$ cat src/hdl/ci32alu_pkg.sv
package ci32alu_pkg;

   localparam int DATA_W = 32;
   localparam int CNT_W  = 5;

   typedef enum logic [3:0] {
      OP_ADD = 4'd0,
      OP_SUB = 4'd1,
      OP_MUL = 4'd2,
      OP_DIV = 4'd3,
      OP_MOD = 4'd4,
      OP_POW = 4'd5,
      OP_NEG = 4'd6,
      OP_EQ  = 4'd7,
      OP_NE  = 4'd8,
      OP_LT  = 4'd9,
      OP_GT  = 4'd10,
      OP_LE  = 4'd11,
      OP_GE  = 4'd12,
      OP_AND = 4'd13,
      OP_OR  = 4'd14
   } op_type;

   typedef enum logic [1:0] {
      STAT_OK       = 2'd0,
      STAT_OVERFLOW = 2'd1,
      STAT_DIV_ZERO = 2'd2,
      STAT_NEG_EXP  = 2'd3
   } status_type;

   typedef enum logic [1:0] {
      S_IDLE,
      S_MULT,
      S_DIV,
      S_DONE
   } state_type;

endpackage

$ cat src/hdl/checked_int32_alu.sv
// Overflow-checked signed 32-bit ALU.
// Request channel: req_tuser carries the operation code, req_tdata the two operands.
// Response channel: rsp_tdata carries the value, rsp_tuser the status (0 ok,
// 1 overflow, 2 divide by zero, 3 negative exponent); the value is 0 on any error.
// Add, subtract, negate, compares and logic ops are worked out in the cycle of the transfer;
// the result goes to a result register and then to the output register once it is free.
// Multiply runs a shift-add loop, one multiplier bit per cycle over the significant
// bits of |right_operand|.
// Divide and remainder run a restoring divider, one quotient bit per cycle.
// Power repeats the shift-add multiply, each partial product stepping over the bits
// of |left_operand|; the loop stops at the first partial product that leaves the
// 32-bit range, so the longest run is base -2 with exponent 32 or more.
// One item is worked on at a time. When the receiver stalls, the finished result
// waits in the output register while the block takes and finishes one more item,
// which then holds until the output register frees up.
// Reset is synchronous and clears the sequencer and the output valid; no clearing pass.
module checked_int32_alu (
   input  logic                                 clock,
   input  logic                                 reset,
   input  logic                                 req_tvalid,
   output logic                                 req_tready,
   input  logic [2*ci32alu_pkg::DATA_W-1:0]     req_tdata,  // right_operand (upper half), left_operand (lower half)
   input  logic [3:0]                           req_tuser,  // operation
   output logic                                 rsp_tvalid,
   input  logic                                 rsp_tready,
   output logic [ci32alu_pkg::DATA_W-1:0]       rsp_tdata,  // value
   output logic [1:0]                           rsp_tuser   // status
);
   import ci32alu_pkg::*;

   state_type             state_ff, state_in;
   op_type                op_ff, op_in;
   logic [DATA_W:0]       acc_ff, acc_in;      // product accumulator / partial remainder
   logic                  big_ff, big_in;      // product already out of range
   logic [DATA_W:0]       mc_ff, mc_in;        // shifted multiplicand / divisor
   logic                  mcbig_ff, mcbig_in;  // multiplicand shifted past the top
   logic [DATA_W-1:0]     mp_ff, mp_in;        // multiplier / dividend-quotient shifter
   logic [CNT_W-1:0]      cnt_ff, cnt_in;
   logic                  neg_ff, neg_in;
   logic                  bneg_ff, bneg_in;
   logic [DATA_W-1:0]     pb_ff, pb_in;
   logic [DATA_W-2:0]     exp_ff, exp_in;
   logic [DATA_W-1:0]     res_val_ff, res_val_in;
   status_type            res_st_ff, res_st_in;
   logic                  rsp_valid_ff;
   logic [DATA_W-1:0]     rsp_val_ff;
   status_type            rsp_st_ff;

   logic [DATA_W-1:0]     a, b, abs_a, abs_b;
   op_type                op_req;
   logic                  accept, out_free, load_out;
   logic                  start_mult, start_div;
   logic [DATA_W:0]       x33, y33, sum33;
   logic                  do_sub, sum_ovf, lt, eq;
   logic [DATA_W-1:0]     quick_val;
   status_type            quick_st;
   logic [DATA_W+1:0]     madd;
   logic [DATA_W:0]       mstep_acc;
   logic                  mstep_big, mul_last, mul_fits, pow_more;
   logic [DATA_W-1:0]     mul_signed;
   logic [DATA_W:0]       dsh, dstep_rem;
   logic [DATA_W+1:0]     ddiff;
   logic                  dge, div_last, div_fits;
   logic [DATA_W-1:0]     dstep_quo, quo_signed, rem_signed;

   assign a      = req_tdata[DATA_W-1:0];
   assign b      = req_tdata[2*DATA_W-1:DATA_W];
   assign op_req = op_type'(req_tuser);
   assign accept = req_tvalid && req_tready;
   assign abs_a  = a[DATA_W-1] ? (~a + 1'b1) : a;
   assign abs_b  = b[DATA_W-1] ? (~b + 1'b1) : b;

   assign start_mult = (op_req == OP_MUL && b != '0) ||
                       (op_req == OP_POW && !b[DATA_W-1] && b != '0 &&
                        abs_a[DATA_W-1:1] != '0);
   assign start_div  = (op_req == OP_DIV || op_req == OP_MOD) && b != '0;

   // single adder shared by add, sub, neg and the less/greater compares
   assign x33     = (op_req == OP_NEG) ? '0 : {a[DATA_W-1], a};
   assign y33     = (op_req == OP_NEG) ? {a[DATA_W-1], a} : {b[DATA_W-1], b};
   assign do_sub  = (op_req != OP_ADD);
   assign sum33   = x33 + (do_sub ? ~y33 : y33) + (DATA_W+1)'(do_sub);
   assign sum_ovf = sum33[DATA_W] ^ sum33[DATA_W-1];
   assign lt      = sum33[DATA_W];
   assign eq      = (a == b);

   always_comb begin
      quick_val = '0;
      quick_st  = STAT_OK;
      unique case (op_req)
         OP_ADD, OP_SUB, OP_NEG: begin
            if (sum_ovf) quick_st = STAT_OVERFLOW;
            else         quick_val = sum33[DATA_W-1:0];
         end
         OP_MUL: quick_val = '0;
         OP_DIV, OP_MOD: quick_st = STAT_DIV_ZERO;
         OP_POW: begin
            if (b[DATA_W-1])          quick_st = STAT_NEG_EXP;
            else if (b == '0)         quick_val = DATA_W'(1);
            else if (abs_a == '0)     quick_val = '0;
            else if (a[DATA_W-1] && b[0]) quick_val = '1;
            else                      quick_val = DATA_W'(1);
         end
         OP_EQ:  quick_val = DATA_W'(eq);
         OP_NE:  quick_val = DATA_W'(!eq);
         OP_LT:  quick_val = DATA_W'(lt);
         OP_GT:  quick_val = DATA_W'(!lt && !eq);
         OP_LE:  quick_val = DATA_W'(lt || eq);
         OP_GE:  quick_val = DATA_W'(!lt);
         OP_AND: quick_val = DATA_W'(a != '0 && b != '0);
         OP_OR:  quick_val = DATA_W'(a != '0 || b != '0);
         default: quick_val = '0;
      endcase
   end

   // shift-add multiply step on magnitudes
   assign madd       = {1'b0, acc_ff} + {1'b0, mc_ff};
   assign mstep_acc  = (mp_ff[0] && !mcbig_ff) ? madd[DATA_W:0] : acc_ff;
   assign mstep_big  = big_ff | (mp_ff[0] & (mcbig_ff | madd[DATA_W+1]));
   assign mul_last   = (mp_ff[DATA_W-1:1] == '0);
   // negative results may reach magnitude 2^31
   assign mul_fits   = !mstep_big && !mstep_acc[DATA_W] &&
                       (!mstep_acc[DATA_W-1] || (neg_ff && mstep_acc[DATA_W-2:0] == '0));
   assign mul_signed = neg_ff ? (~mstep_acc[DATA_W-1:0] + 1'b1) : mstep_acc[DATA_W-1:0];
   assign pow_more   = (op_ff == OP_POW) && mul_fits && (exp_ff != (DATA_W-1)'(1));

   // restoring divide step
   assign dsh        = {acc_ff[DATA_W-1:0], mp_ff[DATA_W-1]};
   assign ddiff      = {1'b0, dsh} - {2'b00, mc_ff[DATA_W-1:0]};
   assign dge        = !ddiff[DATA_W+1];
   assign dstep_rem  = dge ? ddiff[DATA_W:0] : dsh;
   assign dstep_quo  = {mp_ff[DATA_W-2:0], dge};
   assign div_last   = (cnt_ff == '0);
   // only the most negative value over minus one gives a quotient of 2^31
   assign div_fits   = neg_ff || !dstep_quo[DATA_W-1];
   assign quo_signed = neg_ff ? (~dstep_quo + 1'b1) : dstep_quo;
   assign rem_signed = neg_ff ? (~dstep_rem[DATA_W-1:0] + 1'b1) : dstep_rem[DATA_W-1:0];

   always_comb begin
      req_tready = (state_ff == S_IDLE);
      out_free   = !rsp_valid_ff || rsp_tready;
      load_out   = (state_ff == S_DONE) && out_free;
   end

   always_comb begin
      state_in = state_ff;
      unique case (state_ff)
         S_IDLE: begin
            if (accept) begin
               if (start_mult)     state_in = S_MULT;
               else if (start_div) state_in = S_DIV;
               else                state_in = S_DONE;
            end
         end
         S_MULT: if (mul_last && !pow_more) state_in = S_DONE;
         S_DIV:  if (div_last) state_in = S_DONE;
         S_DONE: if (out_free) state_in = S_IDLE;
      endcase
   end

   always_comb begin
      op_in      = op_ff;
      acc_in     = acc_ff;
      big_in     = big_ff;
      mc_in      = mc_ff;
      mcbig_in   = mcbig_ff;
      mp_in      = mp_ff;
      cnt_in     = cnt_ff;
      neg_in     = neg_ff;
      bneg_in    = bneg_ff;
      pb_in      = pb_ff;
      exp_in     = exp_ff;
      res_val_in = res_val_ff;
      res_st_in  = res_st_ff;
      unique case (state_ff)
         S_IDLE: begin
            if (accept) begin
               op_in      = op_req;
               acc_in     = '0;
               big_in     = 1'b0;
               mcbig_in   = 1'b0;
               cnt_in     = CNT_W'(DATA_W - 1);
               res_val_in = quick_val;
               res_st_in  = quick_st;
               unique case (op_req)
                  OP_MUL: begin
                     mc_in  = {1'b0, abs_a};
                     mp_in  = abs_b;
                     neg_in = a[DATA_W-1] ^ b[DATA_W-1];
                  end
                  OP_DIV, OP_MOD: begin
                     mc_in  = {1'b0, abs_b};
                     mp_in  = abs_a;
                     neg_in = (op_req == OP_DIV) ? (a[DATA_W-1] ^ b[DATA_W-1]) : a[DATA_W-1];
                  end
                  OP_POW: begin
                     // first partial product is 1 * |base|
                     mc_in   = (DATA_W+1)'(1);
                     mp_in   = abs_a;
                     pb_in   = abs_a;
                     bneg_in = a[DATA_W-1];
                     neg_in  = a[DATA_W-1];
                     exp_in  = b[DATA_W-2:0];
                  end
                  default: ;
               endcase
            end
         end
         S_MULT: begin
            acc_in   = mstep_acc;
            big_in   = mstep_big;
            mc_in    = {mc_ff[DATA_W-1:0], 1'b0};
            mcbig_in = mcbig_ff | mc_ff[DATA_W];
            mp_in    = mp_ff >> 1;
            if (mul_last) begin
               if (pow_more) begin
                  acc_in   = '0;
                  big_in   = 1'b0;
                  mc_in    = {1'b0, mstep_acc[DATA_W-1:0]};
                  mcbig_in = 1'b0;
                  mp_in    = pb_ff;
                  neg_in   = neg_ff ^ bneg_ff;
                  exp_in   = exp_ff - 1'b1;
               end else begin
                  res_val_in = mul_fits ? mul_signed : '0;
                  res_st_in  = mul_fits ? STAT_OK : STAT_OVERFLOW;
               end
            end
         end
         S_DIV: begin
            acc_in = dstep_rem;
            mp_in  = dstep_quo;
            cnt_in = cnt_ff - 1'b1;
            if (div_last) begin
               if (op_ff == OP_DIV) begin
                  res_val_in = div_fits ? quo_signed : '0;
                  res_st_in  = div_fits ? STAT_OK : STAT_OVERFLOW;
               end else begin
                  res_val_in = rem_signed;
                  res_st_in  = STAT_OK;
               end
            end
         end
         S_DONE: ;
      endcase
   end

   always_ff @(posedge clock) begin
      if (reset) begin
         state_ff     <= S_IDLE;
         rsp_valid_ff <= 1'b0;
      end else begin
         state_ff <= state_in;
         if (load_out)        rsp_valid_ff <= 1'b1;
         else if (rsp_tready) rsp_valid_ff <= 1'b0;
      end
   end

   always_ff @(posedge clock) begin
      op_ff      <= op_in;
      acc_ff     <= acc_in;
      big_ff     <= big_in;
      mc_ff      <= mc_in;
      mcbig_ff   <= mcbig_in;
      mp_ff      <= mp_in;
      cnt_ff     <= cnt_in;
      neg_ff     <= neg_in;
      bneg_ff    <= bneg_in;
      pb_ff      <= pb_in;
      exp_ff     <= exp_in;
      res_val_ff <= res_val_in;
      res_st_ff  <= res_st_in;
      if (load_out) begin
         rsp_val_ff <= res_val_ff;
         rsp_st_ff  <= res_st_ff;
      end
   end

   assign rsp_tvalid = rsp_valid_ff;
   assign rsp_tdata  = rsp_val_ff;
   assign rsp_tuser  = rsp_st_ff;

   a_err_zero: assert property (@(posedge clock) disable iff (reset)
      (rsp_tvalid && rsp_tuser != STAT_OK) |-> (rsp_tdata == '0))
      else $error("error response with nonzero value");

   a_mult_live: assert property (@(posedge clock) disable iff (reset)
      (state_ff == S_MULT) |-> (mp_ff != '0))
      else $error("multiply loop running with empty multiplier");

   a_div_len: assert property (@(posedge clock) disable iff (reset)
      (state_ff == S_DIV && cnt_ff != '0) |=> (state_ff == S_DIV))
      else $error("divider left before all quotient bits");

endmodule
$ cat config.mk
export PLATFORM = sky130hd
export DESIGN_NAME = checked_int32_alu
export DESIGN_NICKNAME = d
export VERILOG_FILES = /design/src/hdl/ci32alu_pkg.sv /design/src/hdl/checked_int32_alu.sv
export SDC_FILE = /design/constraint.sdc
export NUM_CORES = 1
export LEC_CHECK = 0
export BUFFER_PORTS_ARGS = -buffer_cell sky130_fd_sc_hd__buf_2
export CAP_MARGIN = 20
export CORE_UTILIZATION = 65
export CTS_CLUSTER_SIZE = 14
export DETAILED_ROUTE_END_ITERATION = 10
export PLACE_DENSITY = 0.94
export SYNTH_ARGS = -nofsm -noshare
export SYNTH_HDL_FRONTEND = slang
export SYNTH_SLANG_ARGS = --single-unit
$ cat constraint.sdc
create_clock -name clock -period 11.7 [get_ports clock]
set_input_delay 0.585 -clock clock [delete_from_list [all_inputs] [get_ports clock]]
set_output_delay 0.585 -clock clock [all_outputs]
set_load 0.02 [all_outputs]
==> results.tsv <==
metric	value	unit
h-tree-depth	1	
cp-start-kind	flip-flop	
clkTransAtPathRegs	0.06	ns
avgRoutedWirePerCell	28.5	µm
fmax	148	MHz
core_area	36900	µm²
drt_iter0_drc	4230	
status	complete, no violations	
swShare	0.541	
cts_buffers	29	
synth_top_area_cell	edfxtp_1	
switching_power	0.00436	W
antenna_found_initial	5	
die_y	196	µm
post-route-min-period	6.76	ns
routed_wl	97.7	mm
drv_cap	0	
overflow	0	
initial_utilization	0.666	
grt_max_degree	103	
detail-route-antenna-nets	0	
path_max_fanout	18	
cts_setup_buffers	0	
crit_type	reg -> reg	
synth-main-ff-cell	edfxtp_1	
clock_latency	0.58	ns
p_comb_frac	0.659	
syn-num-nets	3124	
yosysUniqueCellTypes	93	
syn-instance-count	2938	
post_cts_resize_count	0	
cts_hold_buf	0	
gp_congestion	1.11	
vias	25700	
synthArstFlopShare	0	
area_growth_syn_to_layout	6.82	%
arrival	7.20	ns
viasPerCell	7.49	
drv_slew	0	
crit_path_end_kind	flip-flop	
final_layout_size_suffix_gt1_frac	0.0811	
synth_top_cell_area_share	0.296	
firstDrtPassIters	8	
pwr-share-clk	0.116	
critical_path.cell_chain	ha_1, fa_1, a21o_1, a221oi_1, o221a_2, o21ai_0, xor2_1, mux2i_1, nand2b_4, or4_1, o31ai_4, nand4_2, nor2_2, buf_4, a221o_1	
tns	0	ns
seqPwrFrac	0.225	
fin_crit_sh	0.577	
worst_pin_slew	1.13	ns
fp-row-count	70	
synth.avg_cell_area	8.35	µm²
die_w	196	µm
max-vdd-ir-drop	213	µV
hp-class	in -> reg	
drc	0	
powerDensity	307	nW/µm²
finalSetupViolations	0	
finalHoldViolCount	0	
rsz0062_at_grt	no	
die_area	38500	µm²
netlist_area	24500	µm²
worst_clock_skew	0.0114	ns
yosysWarnings	0	
clockBufferDepth	3	
intPower	0.00370	W
ys_ff_latch	245	
cts_root_buf	clkbuf_16	
ioPinCount	108	
placed_cells	3374	
hpwlAfterDp	71.8	mm
slowest_delay	0.73	ns
fillers	2817	
cts_sinks	245	
grt_pass1_vias	23800	
synthTopCellsByArea	edfxtp_1 30%, xnor2_1 6.1%, ha_1 5.7%, a21oi_1 5.4%, xor2_1 4.5%	
relSlewSlack	0.239	
crit_required	12.14	ns
num-nets-final	3090	
track_usage	0.495	
p_leak	9.94	nW
cts_tree	yes	
stdcell_count	3430	
synth_edf_count	242	
critPathSlowestCell	nor2_2	
portBuffers	107	
grt_pass1_wl	145	mm
ys_seq_area_frac	0.299	
-- registers in the layout, indices dropped and copies added, names as in the netlist --
name	cells
acc_ff	33
mc_ff	33
mp_ff	32
pb_ff	32
res_val_ff	32
rsp_tdata	32
exp_ff	31
cnt_ff	5
op_ff	4
res_st_ff	2
rsp_tuser	2
state_ff	2
big_ff	1
bneg_ff	1
mcbig_ff	1
neg_ff	1
rsp_tvalid	1
-- cell usage after synthesis, types with 24 or more instances --
library cell,instances
or3_1,36
and3_1,27
a31oi_1,32
a211oi_1,64
nor2_1,268
o31ai_1,38
clkbuf_1,173
xnor2_1,172
xor2_1,127
o21a_1,26
a221o_1,34
inv_1,83
ha_1,111
nand2_1,223
nor3_1,97
mux2i_1,86
o22ai_1,30
a21o_1,38
o211ai_1,24
nor2b_1,49
a22o_1,31
edfxtp_1,242
o21ai_0,149
nor3b_1,31
nand2b_1,31
a21oi_1,264
nor4_1,36
nand4_1,36
nand3_1,49
-- path summary, 6_finish.rpt --
path	start	end	slack, ns	cells after the start
worst min register to register	res_val_ff[9]$_DFFE_PP_	rsp_tdata[9]$_DFFE_PP_	0.43	0
worst max register to register	acc_ff[0]$_DFFE_PP_	mp_ff[19]$_DFFE_PP_	4.94	15
worst min-delay path	reset	rsp_tvalid$_SDFFE_PP0P_	0.21	2
worst max-delay path	acc_ff[0]$_DFFE_PP_	mp_ff[19]$_DFFE_PP_	4.94	15
-- layout by cell type (no fill, tap or decap), types with 24 or more instances in the layout --
cell / count
nor2_1: 265
a21oi_1: 264
edfxtp_1: 242
nand2_1: 222
xnor2_1: 172
o21ai_0: 149
xor2_1: 127
ha_1: 109
buf_2: 107
nor3_1: 96
mux2i_1: 86
inv_1: 83
a211oi_1: 64
nand3_1: 49
nor2b_1: 48
o31ai_1: 38
a21o_1: 38
or3_1: 36
nand4_1: 36
nor4_1: 35
a221o_1: 34
buf_4: 32
a31oi_1: 31
nor3b_1: 31
a22o_1: 31
nand2b_1: 30
o22ai_1: 30
clkbuf_16: 29
and3_1: 27
o21a_1: 26
o211ai_1: 24
-- power by group through the flow --
stage | clock network, W | logic, W | registers (W)
2_1_floorplan | 0 | 0.00358 | 0.00163
3_3_place_gp | 0 | 0.00484 | 0.00178
3_5_place_dp | 0 | 0.00494 | 0.00179
4_1_cts | 0.000925 | 0.00502 | 0.00178
5_1_grt | 0.000954 | 0.00554 | 0.00182
6_report | 0.000938 | 0.00531 | 0.00181
-- per-layer routing --
metal / global-route usage / share of wire
met5: 0 / 0.00049
met4: 0.382 / 0.097
met3: 0.126 / 0.14
met2: 0.749 / 0.42
met1: 0.605 / 0.34
-- cells by family (layout without fill, tap and decap cells) --
kind of cell | Yosys count | count (layout) | share of synthesized area
AND/OR/NAND/NOR | 977 | 977 | 0.200
XOR/XNOR | 299 | 299 | 0.107
buffers and inverters | 291 | 277 | 0.0455
adder cells (fa/ha/maj) | 114 | 114 | 0.0590
other | 0 | 2 | 0
flip-flops | 245 | 245 | 0.299
multiplexers | 98 | 98 | 0.0406
AO/OA/AOI/OAI | 914 | 914 | 0.250
-- worst max-delay path: cells and delay by family, from the launching register on --
family,cells,cell delay (ns)
flip-flops,1,0.56
multiplexers,1,0.68
adder cells (fa/ha/maj),2,0.72
XOR/XNOR,1,0.15
AO/OA/AOI/OAI,6,2.08
buffers and inverters,1,0.38
AND/OR/NAND/NOR,4,2.01
-- stage by stage --
stage	total power (W)	setup slack [ns]	instance area [µm²]	hold slack [ns]	util
5_1_grt	0.00832	4.62	26200	0.220	0.711
6_report	0.00806	4.94	26200	0.211	0.711
4_1_cts	0.00772	5.16	26200	0.208	0.710
3_3_place_gp	0.00661	4.76	25200	0.408	0.684
2_1_floorplan	0.00520	5.12	24500	0.400	-
3_5_place_dp	0.00673	4.64	25200	0.415	0.684
-- layout make-up --
| type | count | area [µm²] | area share |
|---|---|---|---|
| multi-input cells | 2402 | 16200 | 0.617 |
| clock buffers | 35 | 748 | 0.0285 |
| clock inverters | 16 | 190 | 0.00725 |
| diodes | 2 | 5.00 | 0.000191 |
| flip-flops and latches | 245 | 7330 | 0.279 |
| repair buffers | 142 | 813 | 0.0310 |
| well taps | 504 | 631 | 0.0241 |
| inverters | 84 | 315 | 0.0120 |
Power figures use the tool's default switching activity.
